==> src/ssa_fifo.sv <==
// ssa_fifo: short request queue between the front and back parts
// no dependencies
`default_nettype none

module ssa_fifo #(
    parameter int WIDTH = 32,
    parameter int DEPTH = 2
) (
    input  wire logic             i_clk,
    input  wire logic             i_rst_n,
    input  wire logic             i_push,
    input  wire logic [WIDTH-1:0] i_data,
    output logic                  o_full,
    input  wire logic             i_pop,
    output logic                  o_valid,
    output logic      [WIDTH-1:0] o_data
);

    localparam int PW = (DEPTH > 1) ? $clog2(DEPTH) : 1;
    localparam int CW = $clog2(DEPTH + 1);
    localparam logic [PW-1:0] LAST = PW'(DEPTH - 1);
    localparam logic [CW-1:0] FULL = CW'(DEPTH);

    logic [WIDTH-1:0] r_mem [DEPTH];
    logic [PW-1:0]    r_wr, n_wr;
    logic [PW-1:0]    r_rd, n_rd;
    logic [CW-1:0]    r_cnt, n_cnt;
    logic             do_push;
    logic             do_pop;

    assign o_full  = (r_cnt == FULL);
    assign o_valid = (r_cnt != '0);
    assign o_data  = r_mem[r_rd];
    assign do_push = i_push && !o_full;
    assign do_pop  = i_pop && o_valid;

    always_comb begin
        n_wr  = r_wr;
        n_rd  = r_rd;
        n_cnt = r_cnt;
        if (do_push) begin
            n_wr = (r_wr == LAST) ? '0 : r_wr + PW'(1);
        end
        if (do_pop) begin
            n_rd = (r_rd == LAST) ? '0 : r_rd + PW'(1);
        end
        if (do_push && !do_pop) begin
            n_cnt = r_cnt + CW'(1);
        end else if (do_pop && !do_push) begin
            n_cnt = r_cnt - CW'(1);
        end
    end

    always_ff @(posedge i_clk) begin
        if (!i_rst_n) begin
            r_wr  <= '0;
            r_rd  <= '0;
            r_cnt <= '0;
        end else begin
            r_wr  <= n_wr;
            r_rd  <= n_rd;
            r_cnt <= n_cnt;
        end
    end

    always_ff @(posedge i_clk) begin
        if (do_push) begin
            r_mem[r_wr] <= i_data;
        end
    end

endmodule

`default_nettype wire

==> config.mk <==
export PLATFORM = sky130hd
export DESIGN_NAME = ssa_fifo
export DESIGN_NICKNAME = d
export VERILOG_FILES = /design/src/ssa_fifo.sv
export SDC_FILE = /design/constraint.sdc
export NUM_CORES = 1
export LEC_CHECK = 0
export BUFFER_PORTS_ARGS = -buffer_cell sky130_fd_sc_hd__buf_2
export CAP_MARGIN = 10
export CORE_MARGIN = 1.5
export CORE_UTILIZATION = 45
export DETAILED_ROUTE_END_ITERATION = 12
export GPL_TIMING_DRIVEN = 0
export PLACE_DENSITY = 0.7
export SLEW_MARGIN = 10
export SYNTH_ARGS = -nofsm -noshare
export SYNTH_HDL_FRONTEND = slang
export SYNTH_SLANG_ARGS = --single-unit
==> constraint.sdc <==
create_clock -name i_clk -period 3.1 [get_ports i_clk]
set_input_delay 0.31 -clock i_clk [delete_from_list [all_inputs] [get_ports i_clk]]
set_output_delay 0.31 -clock i_clk [all_outputs]
set_load 0.01 [all_outputs]
==> flow_summary.toml <==
[power_and_ir_drop]
power_density_nw_per_um2 = 787
power_uw = 2500
peakVddDrop_v = 0.000424
p_leak_uw = 0.00121

[cts]
clk_pin_slew_ns = 0.07
cts_resized = 0
clockRootBuffer = "clkbuf_8"
cts_tree = "yes"
cts_htree_levels = 3
clk_latency_ns = 0.32
cts_buffers = 9
cts.hold.buffers_added = 0
clock-sinks = 69
cts_setup_buffers = 0
clock_path_buffers = 2

[timing]
drv_slew = 0
fmaxAchievable_ghz = 0.541
fin_crit_sh_pct = 59.7
finalHoldViolCount = 0
period_minus_slack_ns = 1.85
finalSetupViolCount = 0
rsz0062_at_grt = "no"
max_slew_margin_pct = 48.5
skew_ns = 0.00525
tns_ns = 0
tightest_slew_ns = 0.772

[route]
routedWlPerCell_um = 14.6
drt_iter0_drc = 81
wl_mm = 4.14
dr.pass1.iters = 4
wl_met3_um = 212
ant_nets = 0
wl_met1_mm = 1.67
dr_total_vias = 1369
routed_via_density = 4.82
wl_met2_mm = 2.16
route.top_layer_used = "met4"
drc = 0

[floorplan]
die_w_um = 78.1
die_height_um = 78.1
rows = 27
core_area_sq_um = 5470
start_util_pct = 46.4
ios = 70
die-area_sq_um = 6100

[synth]
post_synth_instance_area_sq_um = 2540
synthCells = 125
yosys.area.top_type_share_pct = 75.7
yosys_warnings = 0
avgSynthCellArea_sq_um = 20.3
ys_ff_latch = 69
yosys.area.top_type = "edfxtp_1"
synth_area_leaders = "edfxtp_1 76%, mux2_2 12%, dfxtp_1 3.9%"
synth_fp_nets = 162
yosysSeqAreaShare_pct = 79.6
ys_types = 22

[global_routing]
globalRouteOverflowTotal = 0
grt_max_degree = 33
grt_usage_pct = 14.9
antenna_found_initial = 0
grt_pass1_vias = 1369
grt_pass1_wl_mm = 6.58

[hold_path]
hold_class = "input port to flip-flop"
hold_start = "i_data[14]"

[final_layout]
syn_to_final_growth_pct = 25.0
regArea_sq_um = 2020
final_util_pct = 58.0
num_antenna_cells = 0
fillers = 462
drive_above_1_share_pct = 55.2
multiInputGateArea_sq_um = 497
fin_nets = 244

[worst_setup_path]
critical_path_class = "flip-flop to output port"
ff2ff_setup_slack_ns = 1.29
crit_required_ns = 2.79
critPathArrivalTime_ns = 1.54
cp-endpoint = "o_data[21]"
crit_path_end_kind = "output port"
critPathMaxFanout = 10
r2r-end = "r_mem[0][8]"
r2r_start = "r_cnt[0]"
ff2ff_path_depth = 5
start_kind = "flip-flop"

[placed_design]
gp_congestion = 0.685
place.port_buffers = 69
hpwl_mm = 2.84

[job]
cap_violations = 0

[outcome]
status = "complete, no violations"
[synth_stat cells, drive strengths merged]
master  instances
edfxtp         64
mux2           32
dfxtp           5
buf             4
and2            3
a21boi          2
inv             2
o21ai           2
xnor2           2
and3            1
ha              1
nand2b          1
nor2            1
nor3            1
o21a            1
or2             1
or3             1
xor2            1
[per-stage QoR]
stage	area [sq um]	setup WS (ns)	hold WS, ns	cells
2_1_floorplan	2540	0.797	0.409	125
3_3_place_gp	2970	0.0188	0.498	266
3_5_place_dp	3010	1.25	0.502	268
4_1_cts	3170	1.21	0.156	284
5_1_grt	3170	1.13	0.146	284
6_report	3170	1.25	0.173	284
[flip-flops by register name (all words and copies together), names as in the netlist, named ones only]
name   count
r_rd       1
r_cnt      2
r_mem     64
r_wr       1
[cells in the final DEF, fill, tap and decap left out]
cell type and instances:
dfxtp_1 5, or2_2 1, and3_2 1, inv_2 1, mux2_2 27, inv_1 1
buf_2 73, o21a_1 1, xor2_1 1, and2_1 3, or3_1 1, ha_1 1
xnor2_1 2, o21ai_1 1, a21boi_1 1, clkbuf_8 10, nand2b_1 1, a21boi_0 1
clkbuf_1 4, nor3_4 1, buf_8 2, mux2_1 5, clkinv_2 1, clkinv_1 1
nor2_1 1, o21ai_0 1, edfxtp_1 64
[report_power, final]
part	leakage (uW)	switching, uW	internal (uW)	total (uW)
registers	0.000639	40.0	1170	1210
clock network	0.0000821	289	310	599
logic	0.000491	353	333	686
[kinds of logic after synthesis]
group | count (synthesis) | share of synthesized area (%)
flops | 69 | 79.6
mux | 32 | 14.2
simple gates | 9 | 2.27
buf+inv | 6 | 1.08
compound gates | 5 | 1.28
xor+xnor | 3 | 1.04
fa+ha+maj | 1 | 0.493
[worst min path at each step]
stage                         to  slack (ns)  cells after the start
finish              r_mem[1][14]        0.17                      1
detailed placement   r_mem[0][7]        0.50                      1
global placement    r_mem[0][22]        0.50                      1
global route         r_mem[1][7]        0.15                      1
floorplan            r_mem[0][0]        0.41                      0
CTS                  r_mem[1][7]        0.16                      1
[area by class of cell]
cell class / count / area share, %
Tap cell: 72 / 2.84
Clock inverter: 2 / 0.276
Clock buffer: 14 / 4.81
Buffer: 4 / 0.631
Multi-Input combinational cell: 50 / 15.7
Sequential cell: 69 / 63.7
Inverter: 2 / 0.237
Timing Repair Buffer: 71 / 11.8
[metal layers]
metal  up-vias  global-route usage (%)
met4         0                    9.64
met3         9                    3.60
met5         -                       0
li1        654                       -
met1       668                    17.7
met2        38                    24.2
[critical path, cell delays in order (launching register included)]
cell	delay (ns)
dfxtp_1	0.30
buf_2	0.14
buf_2	0.26
mux2_2	0.38
buf_2	0.14
No activity file was read; power rests on OpenSTA's default activity.
