<file path="config.mk">
export PLATFORM = sky130hd
export DESIGN_NAME = ssa_front
export DESIGN_NICKNAME = d
export VERILOG_FILES = /design/src/ssa_pkg.sv /design/src/ssa_front.sv
export SDC_FILE = /design/constraint.sdc
export NUM_CORES = 1
export LEC_CHECK = 0
export BUFFER_PORTS_ARGS = -buffer_cell sky130_fd_sc_hd__buf_2
export CAP_MARGIN = 20
export CORE_AREA = 2 2 41 43
export DETAILED_ROUTE_END_ITERATION = 10
export DIE_AREA = 0 0 43 45
export PLACE_DENSITY_LB_ADDON = 0.08
export SYNTH_ARGS = -nofsm -noshare
export SYNTH_HDL_FRONTEND = slang
export SYNTH_SLANG_ARGS = --single-unit
export TNS_END_PERCENT = 20
</file>
<file path="constraint.sdc">
create_clock -name vclk -period 3
set_input_delay 0.9 -clock vclk [all_inputs]
set_output_delay 0.9 -clock vclk [all_outputs]
set_load 0.05 [all_outputs]
</file>
<file path="src/ssa_pkg.sv">
// ssa_pkg: shared types and constants of the swap slot allocator
// no dependencies; used by the front, back and top level
`default_nettype none

package ssa_pkg;

    localparam logic [2:0] OP_ALLOC = 3'd0;
    localparam logic [2:0] OP_DUP   = 3'd1;
    localparam logic [2:0] OP_FREE  = 3'd2;
    localparam logic [2:0] OP_LOAD  = 3'd3;
    localparam logic [2:0] OP_MODE  = 3'd4;

    localparam logic [7:0] RESERVED_COUNT = 8'd128;
    localparam logic [7:0] COUNT_MAX      = 8'hFF;

    typedef enum logic [3:0] {
        ST_OK          = 4'd0,
        ST_NO_FREE     = 4'd1,
        ST_BAD_DEVICE  = 4'd2,
        ST_BAD_SLOT    = 4'd3,
        ST_DEV_UNUSED  = 4'd4,
        ST_SLOT_UNUSED = 4'd5,
        ST_COUNT_ZERO  = 4'd6,
        ST_NULL        = 4'd7,
        ST_SATURATED   = 4'd8
    } t_status;

    typedef enum logic [1:0] {
        MODE_OFF      = 2'd0,
        MODE_DRAIN    = 2'd1,
        MODE_WRITABLE = 2'd2
    } t_mode;

    typedef enum logic [2:0] {
        K_ALLOC = 3'd0,
        K_DUP   = 3'd1,
        K_FREE  = 3'd2,
        K_LOAD  = 3'd3,
        K_MODE  = 3'd4,
        K_REPLY = 3'd5
    } t_kind;

    typedef enum logic [2:0] {
        S_IDLE     = 3'd0,
        S_EXEC     = 3'd1,
        S_RMW      = 3'd2,
        S_DEV      = 3'd3,
        S_SCAN_RD  = 3'd4,
        S_SCAN_CHK = 3'd5
    } t_state;

    typedef struct packed {
        t_kind      kind;
        t_status    status;
        logic [2:0] device;
        logic       reserved;
        t_mode      mode;
        logic       clear_hints;
    } t_cmd;

endpackage

`default_nettype wire

</file>
<file path="src/ssa_front.sv">
// ssa_front: takes requests and classifies them, screening handle and range errors
// depends on ssa_pkg
`default_nettype none

module ssa_front #(
    parameter int DEVICES = 8,
    parameter int SLOTS   = 4096
) (
    input  wire logic                     i_valid,
    output logic                          o_stall,
    input  wire logic [2:0]               i_opcode,
    input  wire logic [2:0]               i_device,
    input  wire logic [23:0]              i_slot,
    input  wire logic                     i_slot_reserved,
    input  wire logic [1:0]               i_mode,
    input  wire logic                     i_clear_hints,
    input  wire logic [3:0]               i_limit,
    input  wire logic                     i_full,
    output logic                          o_push,
    output ssa_pkg::t_cmd                 o_cmd,
    output logic      [$clog2(SLOTS)-1:0] o_slot
);

    localparam int SW = $clog2(SLOTS);
    localparam logic [3:0]  DEV_LIMIT  = 4'(DEVICES);
    localparam logic [23:0] SLOT_LIMIT = 24'(SLOTS);

    logic is_null;
    logic dev_bad;
    logic dev_inactive;
    logic slot_bad;

    assign o_stall      = i_full;
    assign o_push       = i_valid && !i_full;
    assign o_slot       = SW'(i_slot);
    assign is_null      = (i_device == 3'd0) && (i_slot == 24'd0);
    assign dev_bad      = ({1'b0, i_device} >= DEV_LIMIT);
    assign dev_inactive = ({1'b0, i_device} >= i_limit);
    assign slot_bad     = (i_slot >= SLOT_LIMIT);

    always_comb begin
        o_cmd.kind        = ssa_pkg::K_REPLY;
        o_cmd.status      = ssa_pkg::ST_NULL;
        o_cmd.device      = i_device;
        o_cmd.reserved    = i_slot_reserved;
        o_cmd.mode        = (i_mode > 2'(ssa_pkg::MODE_WRITABLE)) ? ssa_pkg::MODE_OFF
                                                                  : ssa_pkg::t_mode'(i_mode);
        o_cmd.clear_hints = i_clear_hints;
        unique case (i_opcode) inside
            ssa_pkg::OP_ALLOC: begin
                o_cmd.kind = ssa_pkg::K_ALLOC;
            end
            ssa_pkg::OP_DUP, ssa_pkg::OP_FREE: begin
                if (is_null) begin
                    o_cmd.status = ssa_pkg::ST_NULL;
                end else if (dev_inactive) begin
                    o_cmd.status = ssa_pkg::ST_BAD_DEVICE;
                end else if (slot_bad) begin
                    o_cmd.status = ssa_pkg::ST_BAD_SLOT;
                end else begin
                    o_cmd.kind = (i_opcode == ssa_pkg::OP_DUP) ? ssa_pkg::K_DUP
                                                               : ssa_pkg::K_FREE;
                end
            end
            ssa_pkg::OP_LOAD: begin
                if (dev_bad) begin
                    o_cmd.status = ssa_pkg::ST_BAD_DEVICE;
                end else if (slot_bad) begin
                    o_cmd.status = ssa_pkg::ST_BAD_SLOT;
                end else begin
                    o_cmd.kind = ssa_pkg::K_LOAD;
                end
            end
            ssa_pkg::OP_MODE: begin
                if (dev_bad) begin
                    o_cmd.status = ssa_pkg::ST_BAD_DEVICE;
                end else begin
                    o_cmd.kind = ssa_pkg::K_MODE;
                end
            end
            default: begin
                o_cmd.status = ssa_pkg::ST_NULL;
            end
        endcase
    end

endmodule

`default_nettype wire

</file>
==> reports/metrics.yaml, run 1 <==
final_layout:
  synthToLayoutAreaGrowth_pct: 82.9
  clkbuf_count: 0
  nFillCells: 169
  finish.net_count: 149
  ff_latch_area_sq_um: 0
  layout_commonest_cell: "buf_2"
  layout-drive-gt1-share_pct: 78.8
  seq_cell_count: 0
  antenna_cells: 0
  final_cell_mix: "buf_2, buf_6, nor2_1, buf_4"
global_routing:
  grtUsageTotal_pct: 11.4
  grt_max_degree: 6
  antenna_found_initial: 0
  grt_pass1_wl_um: 1790
  grt-ovfl-total: 0
  grt_pass1_vias: 484
route:
  first_iter_violations: 5
  routed_via_density: 4.81
  drt_wl_total_um: 1350
  ant_nets: 0
  dr_total_vias: 577
  drc_errors: 0
  wl_per_cell_um: 11.2
  dr.pass1.iters: 3
synthesis:
  yosysWarnings: 0
  syn_area_sq_um: 424
  avgSynthCellArea_sq_um: 7.07
  synth_xor_area_share_pct: 0
  synth_mux_area_share_pct: 0
  synth-compound-area-share_pct: 18.6
  synth_cells: 60
  synth_cell_types: 23
  synth_top_family_by_area: "buffers and inverters"
  synthAdderAreaFrac_pct: 8.85
  yosys.area_share.simple_pct: 31.9
  seq_area_frac_synth_pct: 0
  mappedNetlistNets: 103
floorplanning:
  num_rows: 14
  die-area_sq_um: 1940
  start_util_pct: 28.8
  ios: 68
  die_h_um: 45
  coreArea_sq_um: 1470
  die-width_um: 43
critical_path:
  path_max_fanout: 2
  cp-start-kind: "primary input"
  cp.arrival_ns: 2.10
  crit_required_ns: 2.10
  path_class: "primary input to output pin"
  cp-end-kind: "output pin"
sta:
  timing.hold.ws_ns: 1.80
  period_needed_ns: 3.00
  hold_violations: 0
  drv_slew: 0
  clock.fmax_ghz: 0.334
  setup_viol: 0
  timing.final.crit_share_pct: 99.9
  rsz0062_at_grt: "yes"
  setup-tns-final_ns: 0
pwr:
  p_seq_share_pct: 0
  power_density_nw_per_um2: 205
  intPower_uw: 55.5
  combPwrFrac_pct: 100.0
  p_sw_share_pct: 65.1
  pwr-share-clk_pct: 0
  p_leak_uw: 0.000391
  ir_drop_uv: 83.7
  p_sw_uw: 103
placed_design:
  hpwlAfterDp_um: 1040
  place_congestion: 0.762
  portBuffers: 62
status:
  status: "completed"
clocking:
  postCtsHoldBufs: 0
hold_path:
  hold_path.class: "primary input to output pin"
run:
  maxCapViolCount: 0
critical path, stage by stage:
cell      delay, ns
buf_6          0.07
inv_2          0.03
ha_4           0.24
nand2b_4       0.11
a211o_1        0.11
a31oi_1        0.07
or3_1          0.38
buf_6          0.17
area by class of cell:
class                           count  area, sq um  share of cell area [%]
Timing Repair Buffer               64          362                    46.6
Tap cell                           16         20.0                    2.58
Multi-Input combinational cell     36          379                    48.9
Inverter                            4         15.0                    1.94
layer usage:
layer  global-route usage (%)  up-vias  routed length, um
li1                         -      282                  -
met1                     13.3      256                406
met2                     23.9       39                784
met3                    0.800        0                154
met4                        0        0                  0
met5                        0        -                  0
stage by stage:
stage / cells / area (sq um) / util (%) / setup WS, ns / total power [uW]
finish: 120 / 776 / 52.7 / 0.00330 / 159
global route: 120 / 776 / 52.7 / -0.0697 / 168
CTS: 120 / 706 / 48.0 / -0.0113 / 149
detailed placement: 120 / 623 / 42.3 / -0.286 / 135
global placement: 120 / 623 / 42.3 / -0.242 / 134
floorplan: 60 / 428 / - / -0.243 / 110
final timing paths:
check | from | end | slack [ns] | cells after the start
setup / recovery | i_device[0] | o_cmd[9] | 0.003 | 8
hold / removal | i_slot_reserved | o_cmd[3] | 1.80 | 0
kinds of logic after synthesis:
group | after synthesis
buffers and inverters | 24
and+or+nand+nor | 21
AOI/OAI and AO/OA | 10
adders and majority gates | 3
other | 2
synthesized netlist by cell type:
library cell	count	share of area (%)
a31oi_1	1	1.5
nand4_1	1	1.5
nor2b_1	3	4.4
nand3_1	1	1.2
and2_1	1	1.5
o211ai_1	1	1.8
nor3_1	3	3.5
a211o_1	1	2.1
o21bai_1	1	1.8
o31ai_2	1	2.9
inv_1	4	3.5
nor2_1	4	3.5
a21oi_1	2	2.4
or3_1	1	1.5
nor4_1	3	4.4
buf_4	20	35
nand2b_1	1	1.5
o21a_2	1	2.1
ha_1	3	8.9
conb_1	2	1.8
o211a_1	1	2.4
nor4_2	3	8.9
a211oi_1	1	1.8
power groups by stage:
stage | Clock, uW | Combinational (uW) | Sequential [uW]
floorplan | 0 | 110 | 0
global placement | 0 | 134 | 0
detailed placement | 0 | 135 | 0
CTS | 0 | 149 | 0
global route | 0 | 168 | 0
finish | 0 | 159 | 0
repair_timing:
item / 4_1_cts / 5_1_grt
hold endpoints to repair: 0 / 0
pin swaps: 9 / 4
setup buffers: 0 / 0
cloned: 0 / 0
resized for setup: 16 / 11
setup endpoints to repair: 5 / 5
Note: power is estimated with default switching activity, not from simulation.
==> run 2: changes to the inputs <==
==> constraint.sdc (replaced) <==
create_clock -name vclk -period 3
set_input_delay 0.9 -clock vclk [all_inputs]
set_output_delay 0.9 -clock vclk [all_outputs]
set_load 0.1 [all_outputs]
==> reports/metrics.yaml, run 2 (synthesized netlist as in run 1, its figures left out) <==
status:
  status: "finished with violations"
  violations: "setup timing"
floorplanning:
  start_util_pct: 28.8
  die-width_um: 43
  coreArea_sq_um: 1470
  die-area_sq_um: 1940
  die_h_um: 45
  num_rows: 14
  ios: 68
global_routing:
  grt_max_degree: 6
  grtUsageTotal_pct: 11.7
  grt-ovfl-total: 0
  grt_pass1_vias: 511
  grt_pass1_wl_um: 1880
  antenna_found_initial: 0
final_layout:
  ff_latch_area_sq_um: 0
  synthToLayoutAreaGrowth_pct: 105
  seq_cell_count: 0
  final_cell_mix: "buf_2, buf_12, buf_4, nor4_4, nor2_1"
  layout-drive-gt1-share_pct: 78.7
  layout_commonest_cell: "buf_2"
  utilization_pct: 59.2
  clkbuf_count: 0
  finish.net_count: 153
  antenna_cells: 0
route:
  ant_nets: 0
  drc_errors: 0
  dr_total_vias: 570
  wl_per_cell_um: 9.90
  first_iter_violations: 5
  routed_via_density: 4.60
  drt_wl_total_um: 1230
  dr.pass1.iters: 4
placed_design:
  hpwlAfterDp_um: 1090
  dpl_worst_slack_ns: -0.223
  place_congestion: 0.653
  portBuffers: 62
pwr:
  p_leak_uw: 0.000437
  power_density_nw_per_um2: 273
  p_sw_share_pct: 72.5
  ir_drop_uv: 187
  intPower_uw: 65.3
  combPwrFrac_pct: 100.0
  p_seq_share_pct: 0
  pwr-share-clk_pct: 0
  p_sw_uw: 172
critical_path:
  cp.depth: 9
  critical_path.top_delay_family: "compound AO/OA/AOI/OAI gates"
  crit_path_end: "o_cmd[13]"
  path_class: "primary input to output pin"
  crit_buf_inv: 4
  path_max_fanout: 3
  cp-start-kind: "primary input"
  crit_required_ns: 2.10
  cp_slowest_cell: "ha_4"
  worstPathCellList: "buf_8 -> inv_4 -> ha_4 -> nand2b_4 -> a211oi_2 -> o21a_2 -> buf_6 -> o31ai_4 -> buf_12"
  cp.arrival_ns: 2.18
  cp-end-kind: "output pin"
  critPathLaunch: "i_device[0]"
  cp_slowest_stage_delay_ns: 0.24
sta:
  drv_slew: 0
  timing.final.crit_share_pct: 103
  hold_violations: 0
  clock.fmax_ghz: 0.325
  rsz0062_at_grt: "yes"
  setup_ws_ns: -0.0791
  setup_viol: 4
  period_needed_ns: 3.08
run:
  maxCapViolCount: 0
hold_path:
  hold_path.class: "primary input to output pin"
[run 2: worst min-delay path by stage]
| stage | start | endpoint | slack (ns) | cells past startpoint |
|---|---|---|---|---|
| finish | i_clear_hints | o_cmd[0] | 1.80 | 0 |
| global route | i_slot_reserved | o_cmd[3] | 1.80 | 0 |
| CTS | i_clear_hints | o_cmd[0] | 1.80 | 0 |
| detailed placement | i_clear_hints | o_cmd[0] | 1.80 | 0 |
| global placement | i_clear_hints | o_cmd[0] | 1.80 | 0 |
| floorplan | i_clear_hints | o_cmd[0] | 2.01 | 1 |
[run 2: routing by layer]
layer	global-route usage [%]	up-vias	wire length (um)
met3	0.400	0	136
met5	0	-	0
met4	0	0	0
met1	13.0	247	442
met2	25.8	35	648
li1	-	288	-
[run 2: what timing repair did]
item,4_1_cts,5_1_grt
hold buffers,0,0
pin swaps,6,4
setup buffers,1,1
setup endpoints to repair,5,5
cloned,0,0
resized for setup,13,6
[run 2: cell type report]
class | instances | area (sq um)
Fill cell | 157 | 601
Inverter | 4 | 17.5
Multi-Input combinational cell | 36 | 377
Tap cell | 16 | 20.0
Timing Repair Buffer | 68 | 457
[run 2: power by group through the flow]
stage                     combinational, uW  clock [uW]  sequential [uW]
after floorplan                         186           0                0
after global placement                  219           0                0
after detailed placement                220           0                0
after CTS                               233           0                0
after global routing                    246           0                0
final                                   237           0                0
[run 2: through the flow]
stage / hold slack [ns] / TNS, ns / area [sq um] / std cells / total power (uW)
detailed placement: 1.80 / -0.891 / 766 / 122 / 220
global placement: 1.80 / -0.832 / 766 / 122 / 219
finish: 1.80 / -0.184 / 871 / 124 / 237
floorplan: 2.01 / -2.64 / 495 / 60 / 186
global route: 1.80 / -0.431 / 871 / 124 / 246
CTS: 1.80 / -0.200 / 845 / 123 / 233
